`config.mk`:
```
export PLATFORM = sky130hd
export DESIGN_NAME = utf8_to_latin1_filter_unit_flat
export DESIGN_NICKNAME = d
export VERILOG_FILES = /design/src/rtl/u2l_pkg.sv /design/src/rtl/u2l_in_if.sv /design/src/rtl/u2l_in_stage.sv /design/src/rtl/u2l_decode.sv /design/src/rtl/u2l_out_stage.sv /design/src/rtl/utf8_to_latin1_filter_unit.sv /design/src/flat_wrapper.sv
export SDC_FILE = /design/constraint.sdc
export NUM_CORES = 1
export LEC_CHECK = 0
export BUFFER_PORTS_ARGS = -buffer_cell sky130_fd_sc_hd__buf_2
export CAP_MARGIN = 20
export CORE_MARGIN = 4
export CORE_UTILIZATION = 40
export CTS_BUF_LIST = sky130_fd_sc_hd__clkbuf_4 sky130_fd_sc_hd__clkbuf_8
export CTS_CLUSTER_DIAMETER = 80
export DETAILED_ROUTE_END_ITERATION = 6
export GPL_TIMING_DRIVEN = 0
export PLACE_DENSITY = 0.68
export SLEW_MARGIN = 20
export SYNTH_ARGS = -nofsm -noshare
export SYNTH_HDL_FRONTEND = slang
export SYNTH_SLANG_ARGS = --single-unit
```
`constraint.sdc`:
```
create_clock -name clk_i -period 1.9 [get_ports clk_i]
set_input_delay 0.285 -clock clk_i [delete_from_list [all_inputs] [get_ports clk_i]]
set_output_delay 0.285 -clock clk_i [all_outputs]
set_load 0.02 [all_outputs]
```
`src/rtl/u2l_pkg.sv`:
```
`timescale 1ns / 1ps

package u2l_pkg;

  localparam int unsigned ByteW  = 8;
  localparam int unsigned PointW = 21;
  localparam int unsigned CountW = 2;

  // Lead byte patterns
  localparam logic [4:0] Lead4Pat = 5'b11110;
  localparam logic [3:0] Lead3Pat = 4'b1110;
  localparam logic [2:0] Lead2Pat = 3'b110;
  localparam logic [1:0] LeadTag  = 2'b11;

  localparam logic [PointW-1:0] Latin1Max = PointW'(8'hFF);

  typedef struct packed {
    logic             out_valid;
    logic [ByteW-1:0] out_byte;
    logic             halted;
  } dec_res_t;

endpackage

```
`src/rtl/u2l_in_if.sv`:
```
`timescale 1ns / 1ps

interface u2l_in_if;
  import u2l_pkg::*;

  logic             valid;
  logic             ready;
  logic [ByteW-1:0] in_byte;

  modport source (output valid, output in_byte, input ready);
  modport sink (input valid, input in_byte, output ready);
endinterface

interface u2l_out_if;
  import u2l_pkg::*;

  logic             valid;
  logic             ready;
  logic             out_valid;
  logic [ByteW-1:0] out_byte;
  logic             halted;

  modport source (output valid, output out_valid, output out_byte, output halted,
                  input ready);
  modport sink (input valid, input out_valid, input out_byte, input halted,
                output ready);
endinterface

```
`src/rtl/u2l_in_stage.sv`:
```
`timescale 1ns / 1ps

module u2l_in_stage import u2l_pkg::*; (
  input  logic             clk_i,
  input  logic             rst_ni,
  u2l_in_if.sink           in_i,
  input  logic             take_i,
  output logic             valid_o,
  output logic [ByteW-1:0] byte_o
);

  logic             valid_q, valid_d;
  logic [ByteW-1:0] byte_q;
  logic             load;

  assign in_i.ready = !valid_q || take_i;
  assign load       = in_i.valid && in_i.ready;
  assign valid_d    = load ? 1'b1 : (take_i ? 1'b0 : valid_q);

  always_ff @(posedge clk_i or negedge rst_ni) begin
    if (!rst_ni) begin
      valid_q <= 1'b0;
    end else begin
      valid_q <= valid_d;
    end
  end

  always_ff @(posedge clk_i) begin
    if (load) begin
      byte_q <= in_i.in_byte;
    end
  end

  assign valid_o = valid_q;
  assign byte_o  = byte_q;

endmodule

```
`src/rtl/u2l_decode.sv`:
```
`timescale 1ns / 1ps

module u2l_decode import u2l_pkg::*; (
  input  logic             clk_i,
  input  logic             rst_ni,
  input  logic             fire_i,
  input  logic [ByteW-1:0] byte_i,
  output dec_res_t         res_o
);

  logic [CountW-1:0] pend_q, pend_d;
  logic [PointW-1:0] point_q, point_d;
  logic              stop_q, stop_d;
  logic [PointW-1:0] shifted;
  logic [CountW-1:0] pend_dec;

  assign shifted  = {point_q[PointW-7:0], byte_i[5:0]};
  assign pend_dec = pend_q - CountW'(1);

  always_comb begin
    pend_d          = pend_q;
    point_d         = point_q;
    stop_d          = stop_q;
    res_o.out_valid = 1'b0;
    res_o.out_byte  = '0;
    priority if (byte_i == '0) begin
      pend_d  = '0;
      point_d = '0;
      stop_d  = 1'b0;
    end else if (stop_q) begin
      // halted: drop everything until the string ends
    end else if (!byte_i[7]) begin
      res_o.out_valid = 1'b1;
      res_o.out_byte  = byte_i;
    end else if (byte_i[7:6] == LeadTag) begin
      priority if (pend_q != '0) begin
        stop_d = 1'b1;
      end else if (byte_i[7:3] == Lead4Pat) begin
        point_d = PointW'(byte_i[2:0]);
        pend_d  = CountW'(3);
      end else if (byte_i[7:4] == Lead3Pat) begin
        point_d = PointW'(byte_i[3:0]);
        pend_d  = CountW'(2);
      end else if (byte_i[7:5] == Lead2Pat) begin
        point_d = PointW'(byte_i[4:0]);
        pend_d  = CountW'(1);
      end else begin
        stop_d = 1'b1;
      end
    end else if (pend_q != '0) begin
      pend_d = pend_dec;
      if (pend_dec == '0) begin
        point_d = '0;
        if (shifted <= Latin1Max) begin
          res_o.out_valid = 1'b1;
          res_o.out_byte  = shifted[ByteW-1:0];
        end
      end else begin
        point_d = shifted;
      end
    end else begin
      // stray continuation with nothing pending: drop it, hold state
    end
    res_o.halted = stop_d;
  end

  always_ff @(posedge clk_i or negedge rst_ni) begin
    if (!rst_ni) begin
      pend_q  <= '0;
      point_q <= '0;
      stop_q  <= 1'b0;
    end else if (fire_i) begin
      pend_q  <= pend_d;
      point_q <= point_d;
      stop_q  <= stop_d;
    end
  end

`ifndef NO_ASSERTIONS
  a_valid_not_halted: assert property (@(posedge clk_i) disable iff (!rst_ni)
    fire_i |-> !(res_o.out_valid && res_o.halted))
    else $error("character emitted while halted");

  a_zero_clears: assert property (@(posedge clk_i) disable iff (!rst_ni)
    (fire_i && byte_i == '0) |=> (pend_q == '0 && point_q == '0 && !stop_q))
    else $error("terminator did not clear state");

  a_halt_sticky: assert property (@(posedge clk_i) disable iff (!rst_ni)
    (fire_i && stop_q && byte_i != '0) |=> stop_q)
    else $error("halt released without terminator");
`endif

endmodule

```
`src/rtl/u2l_out_stage.sv`:
```
`timescale 1ns / 1ps

module u2l_out_stage import u2l_pkg::*; (
  input  logic     clk_i,
  input  logic     rst_ni,
  input  logic     valid_i,
  input  dec_res_t res_i,
  output logic     ready_o,
  u2l_out_if.source out_o
);

  logic     valid_q, valid_d;
  dec_res_t res_q;
  logic     load;

  assign ready_o = !valid_q || out_o.ready;
  assign load    = valid_i && ready_o;
  assign valid_d = load ? 1'b1 : (out_o.ready ? 1'b0 : valid_q);

  always_ff @(posedge clk_i or negedge rst_ni) begin
    if (!rst_ni) begin
      valid_q <= 1'b0;
    end else begin
      valid_q <= valid_d;
    end
  end

  always_ff @(posedge clk_i) begin
    if (load) begin
      res_q <= res_i;
    end
  end

  assign out_o.valid     = valid_q;
  assign out_o.out_valid = res_q.out_valid;
  assign out_o.out_byte  = res_q.out_byte;
  assign out_o.halted    = res_q.halted;

endmodule

```
`src/rtl/utf8_to_latin1_filter_unit.sv`:
```
`timescale 1ns / 1ps

// UTF-8 to Latin-1 filter. Feed one UTF-8 byte per transaction on in_i;
// every input transaction yields exactly one transaction on out_o carrying
// out_valid (a Latin-1 character is present), out_byte and halted.
// ASCII passes straight through; multi-byte sequences are assembled and
// emitted on their last continuation byte if the code point fits in 8 bits.
// A bad lead byte halts conversion until a zero byte ends the string.
// Path: an accepted byte is held in the input register; when the output
// register is free, its result is loaded there and is offered on out_o
// until taken. Throughput: one byte per cycle while out_o keeps ready
// high; the decoder state commits straight from the input register when
// a byte moves on, so only receiver stalls hold the rate below one per clock.
// Reset (rst_ni low, asynchronous) empties both registers and clears the
// pending count, partial code point and halt flag.
// When the receiver stalls, the result holds in the output register and
// one more byte can still be taken into the input register; after that
// in_i.ready drops until out_o moves again.
module utf8_to_latin1_filter_unit import u2l_pkg::*; (
  input  logic      clk_i,
  input  logic      rst_ni,
  u2l_in_if.sink    in_i,
  u2l_out_if.source out_o
);

  logic             s1_valid;
  logic [ByteW-1:0] s1_byte;
  logic             s2_ready;
  logic             fire;
  dec_res_t         dec_res;

  // Advance the input register into the decoder when the result slot frees.
  assign fire = s1_valid && s2_ready;

  u2l_in_stage u_in (
    .clk_i   (clk_i),
    .rst_ni  (rst_ni),
    .in_i    (in_i),
    .take_i  (fire),
    .valid_o (s1_valid),
    .byte_o  (s1_byte)
  );

  // Decoder state commits only on fire, so stalls never double-count a byte.
  u2l_decode u_dec (
    .clk_i  (clk_i),
    .rst_ni (rst_ni),
    .fire_i (fire),
    .byte_i (s1_byte),
    .res_o  (dec_res)
  );

  u2l_out_stage u_out (
    .clk_i   (clk_i),
    .rst_ni  (rst_ni),
    .valid_i (s1_valid),
    .res_i   (dec_res),
    .ready_o (s2_ready),
    .out_o   (out_o)
  );

endmodule

```
`src/flat_wrapper.sv`:
```
// flat-port wrapper written by rule: the top's interface ports become plain ports
module utf8_to_latin1_filter_unit_flat import u2l_pkg::*;
  (clk_i, rst_ni, in_i_valid, in_i_in_byte, in_i_ready, out_o_valid, out_o_out_valid, out_o_out_byte, out_o_halted, out_o_ready);
  u2l_in_if in_i_i ();
  u2l_out_if out_o_i ();
  input  logic clk_i;
  input  logic rst_ni;
  input wire logic [$bits(in_i_i.valid)-1:0] in_i_valid;
  input wire logic [$bits(in_i_i.in_byte)-1:0] in_i_in_byte;
  output wire logic [$bits(in_i_i.ready)-1:0] in_i_ready;
  output wire logic [$bits(out_o_i.valid)-1:0] out_o_valid;
  output wire logic [$bits(out_o_i.out_valid)-1:0] out_o_out_valid;
  output wire logic [$bits(out_o_i.out_byte)-1:0] out_o_out_byte;
  output wire logic [$bits(out_o_i.halted)-1:0] out_o_halted;
  input wire logic [$bits(out_o_i.ready)-1:0] out_o_ready;
  assign in_i_i.valid = in_i_valid;
  assign in_i_i.in_byte = in_i_in_byte;
  assign in_i_ready = in_i_i.ready;
  assign out_o_valid = out_o_i.valid;
  assign out_o_out_valid = out_o_i.out_valid;
  assign out_o_out_byte = out_o_i.out_byte;
  assign out_o_halted = out_o_i.halted;
  assign out_o_i.ready = out_o_ready;
  utf8_to_latin1_filter_unit u_core (.clk_i(clk_i), .rst_ni(rst_ni), .in_i(in_i_i), .out_o(out_o_i));
endmodule
```
* After elaboration in Yosys (flattened, before gate mapping)
Cells that the tools add are included.
** Operators by class
- Multiplexer cells :: 36
- Add/subtract/negate cells :: 1
- Equal/unequal tests :: 6
- Magnitude comparators :: 1
- Reduce and logical (&&, ||, !) cells :: 17
- Bitwise operators :: 4
** Operator list (number)
- $mux W15 :: 10
- $mux W9 :: 5
- $le A21 B8 Y1 const B :: 1
- $mux W2 :: 9
- $mux W1 :: 12
- $logic_not A8 Y1 :: 1
- $reduce_bool A2 Y1 :: 4
- $reduce_or A7 Y1 :: 1
- $reduce_and A6 Y1 :: 1
- $eq A5 B5 Y1 const B :: 1
- $reduce_bool A5 Y1 :: 1
- $eq A4 B4 Y1 const B :: 1
- $not A1 Y1 :: 4
- $eq A3 B3 Y1 const B :: 1
- $ne A3 B3 Y1 const B :: 1
- $reduce_bool A3 Y1 :: 1
- $eq A2 B2 Y1 const B :: 1
- $logic_and A1 B1 Y1 :: 2
- $logic_not A1 Y1 :: 2
- $logic_not A2 Y1 :: 1
- $logic_or A1 B1 Y1 :: 2
- $ne A2 B1 Y1 const B :: 1
- $reduce_or A2 Y1 :: 1
- $sub A2 B1 Y2 const B :: 1
** Storage, ports and cells
- Bits of input ports :: 12
- Flip-flop bits (word level) :: 38
- Logic and storage cells :: 75

* Logic depth before layout (Yosys ltp)
- Depth after elaboration :: 9
- Gate-level depth with buffers :: 7

* Cells and area by module
From an unflattened synthesis, not the netlist that was laid out.
** Unflattened totals
- Cell total of the unflattened synthesis :: 140
- Area total of the unflattened synthesis :: 1788.0 um^2
** Modules (own cells, without submodules)
- u2l_decode :: sequential area each 450.4 um^2, area each 1133.6 um^2, cells an instance 113, instances 1
- u2l_out_stage :: sequential area each 325.3 um^2, area each 354.1 um^2, cells an instance 14, instances 1
- u2l_in_stage :: sequential area each 265.3 um^2, area each 294.0 um^2, cells an instance 12, instances 1
- utf8_to_latin1_filter_unit :: sequential area each 0.0 um^2, area each 6.3 um^2, cells an instance 1, instances 1

* Worst setup path before layout
Ideal clock, no wire load.
- Path type :: flip-flop to flip-flop
- Start :: register u_core.u_out.valid_q (netlist: u_core.u_out.out_o.valid)
- End :: register u_core.u_dec.point_q[11]
- Required time :: 1779 ps
- Setup slack :: 86 ps
- Data arrival time :: 1693 ps
- Buffers on the path :: 2
- Cell stages (with the launch flop) :: 7
- Cell sequence :: dfrtp_1 -> nand2b_4 -> and2_2 -> clkbuf_1 -> a2bb2oi_4 -> buf_6 -> a22o_1
** On the way
- Word-level cells in the longest chain between the ends :: 4
** RTL lines
- from (decl) :: RTL line u2l_out_stage.sv:12 : logic valid_q, valid_d;
- from (signal assigned) :: RTL line u2l_out_stage.sv:24 : valid_q <= valid_d;
- $logic_not A1 Y1 :: RTL line u2l_out_stage.sv:16 : assign ready_o = !valid_q || out_o.ready;
- $logic_or A1 B1 Y1 :: RTL line u2l_out_stage.sv:16
- $logic_and A1 B1 Y1 :: RTL line utf8_to_latin1_filter_unit.sv:33 : assign fire = s1_valid && s2_ready;
- named net u_core.fire :: RTL line utf8_to_latin1_filter_unit.sv:29 : logic fire;
- $reduce_and A6 Y1 (no line)
- to (signal assigned) :: RTL line u2l_decode.sv:74 : point_q <= point_d;
- to (decl) :: RTL line u2l_decode.sv:12 : logic [PointW-1:0] point_q, point_d;
The timed path passes the listed nets, and every way through them passes these cells.
A chain may end at the register's enable or synchronous reset.

* Worst setup path in the final report
- Start :: register u_core.u_dec.pend_q[0]
- End :: register u_core.u_dec.point_q[8]
** On the way
- Word-level cells in the longest chain between the ends :: 8
** RTL lines
- from (decl) :: RTL line u2l_decode.sv:11 : logic [CountW-1:0] pend_q, pend_d;
- from (signal assigned) :: RTL line u2l_decode.sv:73 : pend_q <= pend_d;
- $sub A2 B1 Y2 :: RTL line u2l_decode.sv:18 : assign pend_dec = pend_q - CountW'(1);
- $logic_not A2 Y1 :: RTL line u2l_decode.sv:52 : if (pend_dec == '0) begin
- $mux W15 :: RTL line u2l_decode.sv:52
- $mux W15 :: RTL line u2l_decode.sv:50 : end else if (pend_q != '0) begin
- $mux W15 :: RTL line u2l_decode.sv:35 : end else if (byte_i[7:6] == LeadTag) begin
- $mux W15 :: RTL line u2l_decode.sv:32 : end else if (!byte_i[7]) begin
- $mux W15 :: RTL line u2l_decode.sv:30 : end else if (stop_q) begin
- $mux W15 :: RTL line u2l_decode.sv:26 : priority if (byte_i == '0) begin
Parallel ways exist; a longest one is shown, timed or not. The select of a mux whose other input is x is not followed.

==> metrics <==
DIE AREA roughly 0.0055 mm²; starting density of the core a little over two fifths; CTS tree built; final hold vios 0; vias after detailed routing between 1000 and 1500; peak ir drop on the vdd network 0.0006119 V; die width between 70 and 80 µm; largest net degree at the start of global routing 21; CP Launch Point u_core.u_dec.pend_q[0]; Worst Tran Pin Value ~0.45 ns; Rows 23; drt drc 0; Simple-Gate Fraction of Synth Area ~14%; Synth area leader edfxtp_1; crit-path max cell delay around 0.4 ns; ANT cells 0; CP Capture Type flip-flop; ys flop type dfrtp_1; Vias/cell 5.327; RR Startpoint u_core.u_dec.pend_q[0]; Synth warnings 0; min-delay src in_i_in_byte[7]; Period minus WS final ~1.8 ns; total grt overflow 0; Post-synth top cells dfrtp_1 (20), edfxtp_1 (18), nand2_1 (9); fmax between 500 and 600 MHz; clk buf depth 2; count leader, synth dfrtp_1; register bit total from synthesis 38; iteration count of the initial detailed-routing pass 4; clock root cell clkbuf_8; Port Buf Inserts 23; WHS about 0.17 ns; Seq/Total Area, Yosys about three fifths; Post-DRT Antenna Nets 0; Slew Limit Fails 0; fin util between 50 and 60%; GRT met1 Usage between 10% and 20%; CP Cell Sequence inv_1 -> ha_1 -> and2_2 -> a21oi_4 -> and4b_1 -> clkbuf_8 -> a22o_2; compound-gate portion of the synthesized area around 15%; Mapped Nets about 140; ranking of synthesized cells by area edfxtp_1 (31%), dfrtp_1 (29%), a22o_2 (3.4%), mux2i_1 (3.4%), a22o_1 (2.5%); GRT Util Overall between 10% and 20%; clock sinks 38; busiest grt layer met2; WP data required around 2.1 ns; Worst-Skew Late Latency 0.29 ns; Cell Pwr Density between 1000 and 1500 mW/mm²; Iteration-0 DRC Markers between 60 and 70; Final #Nets 172; post-synthesis mux area share 4.092%; final WL between 3000 and 4000 µm; layout cell share with drive strength beyond 1 a little under two fifths; DR WL/cell about 16 µm; Setup-failing EPs final 0; worst-path maximum fanout 10; critical setup path kind flip-flop to flip-flop; Min-Delay Path Class input port to flip-flop; slowest stage cell, crit path dfrtp_1; Post-Synth Adder-Cell Area under 10%; Ports 24; CTS HTree Levels 2; largest family of logic cells by synthesized area compound AO/OA/AOI/OAI gates; Synth Area per Inst around 14 µm²; initial antenna violation count 0; Arr. time, crit path between 2 and 2.5 ns; Detail Placement HPWL about 2400 µm; Synth Instances ~130; RD Place Congestion between 0.8 and 0.9; area delta synth->final 18.81%; met3 global-route usage 5.541%; clock-pin slew on the worst setup and hold paths around 0.070 ns; max-cap violations 0; area of the core 0.004115 mm²; post-synth top area share 31.01%; CTS buffer count 5; Syn Std Cell Area approximately 0.0017 mm²; number of global-route vias before repair roughly 1100; first-pass GRT wire length ~5400 µm; CP Launch Type flip-flop; XOR/XNOR Fraction of Synth Area 0%; FFs w/ async S/R, synth between 50 and 60%; Slew headroom between 60% and 70%; EDFF count, synth 18; status completed; routing usage on met2 20.96%; static leakage between 0.0009 and 0.001 µW; Die Ht between 70 and 80 µm; Netlist cell types 42; final worst path period share a little over nine tenths; Fin Clk Skew 0.006274 ns
## sequential cells by signal (all words and copies together) (netlist names)
name / flops
u_core.u_in.valid_o: 1
u_core.u_in.byte_o: 8
u_core.u_dec.pend_q: 2
u_core.u_dec.stop_q: 1
u_core.u_out.out_o.valid: 1
u_core.u_out.out_o.out_byte: 8
u_core.u_out.out_o.halted: 1
u_core.u_out.out_o.out_valid: 1
u_core.u_dec.point_q: 15
## layout make-up
cell class	instances	area, µm²
multi-input combinational	74	633.1
timing repair buffer	25	132.6
tap	50	62.56
clock inverter	1	30.03
buffer	5	57.56
fill	375	2044
sequential	38	1041
inverter	8	30.03
clock buffer	7	83.83
## cells in the final DEF (no fill, tap or decap), types with 2 or more instances in the layout
cell type,n
inv_1,8
dfrtp_1,20
and2_1,2
nor3_1,2
clkbuf_8,7
a21boi_1,5
buf_6,2
nand2b_1,3
buf_2,23
ha_1,3
a22o_2,6
mux2i_1,6
and2_2,2
nand2_1,9
clkbuf_4,3
nor2_1,2
edfxtp_1,18
a22o_1,5
a21oi_1,5
nor4_4,2
## worst max-delay path, delay by kind of cell (launching register included)
| family | cells | cell delay, ns |
|---|---|---|
| compound gates | 2 | 0.41 |
| fa+ha+maj | 1 | 0.25 |
| buf+inv | 2 | 0.25 |
| flops | 1 | 0.41 |
| simple gates | 2 | 0.43 |
## path summary, 6_finish.rpt
kind | endpoint | slack, ns | cells after the start
setup / recovery | u_core.u_dec.point_q[8] | 0.06 | 7
hold / removal | u_core.u_in.byte_o[7] | 0.17 | 1
setup reg to reg | u_core.u_dec.point_q[8] | 0.06 | 7
hold reg to reg | u_core.u_dec.pend_q[1] | 0.49 | 1
max in group asynchronous | u_core.u_dec.pend_q[1] | 1.11 | 2
min in group asynchronous | u_core.u_dec.point_q[14] | 0.47 | 2
## cells by family (layout without fill, tap and decap cells)
kind of cell / count (synthesis) / after routing
adders and majority gates: 3 / 3
DFF: 38 / 38
AOI/OAI and AO/OA: 29 / 29
muxes: 7 / 7
and+or+nand+nor: 35 / 35
buffers and inverters: 14 / 46
## repair_timing
action	CTS	global route
pin swaps	1	0
gates resized for setup	0	3
gates cloned	0	0
hold buffers	1	0
endpoints found under the hold margin	20	0
buffers inserted	1	0
setup endpoints to repair	17	21
## through the flow
stage | std cells | setup slack [ns] | power, µW | cell area, µm² | setup TNS, ns
2_1_floorplan | 126 | 0.08612 | 1572 | 1743 | 0
3_3_place_gp | 199 | -0.05553 | 1694 | 1921 | -0.2734
3_5_place_dp | 199 | -0.1297 | 1723 | 1921 | -1.018
4_1_cts | 208 | 0.02933 | 2414 | 2048 | 0
5_1_grt | 208 | -0.03940 | 2543 | 2071 | -0.03940
6_report | 208 | 0.05960 | 2415 | 2071 | 0
## power breakdown
part | switching, µW | internal (µW) | total, µW | leakage (µW)
clock | 267 | 421 | 688 | 0.0000593
combinational | 295 | 284 | 578 | 0.000462
sequential | 131 | 1020 | 1150 | 0.000427
total | 693 | 1720 | 2410 | 0.000949
## routing by layer
layer | wire (µm) | part of all wire, %
met5 | 0 | 0
met4 | 63 | 1.9
met3 | 221 | 6.6
met2 | 1662 | 49
met1 | 1415 | 42
(Power assumes the default switching activity.)
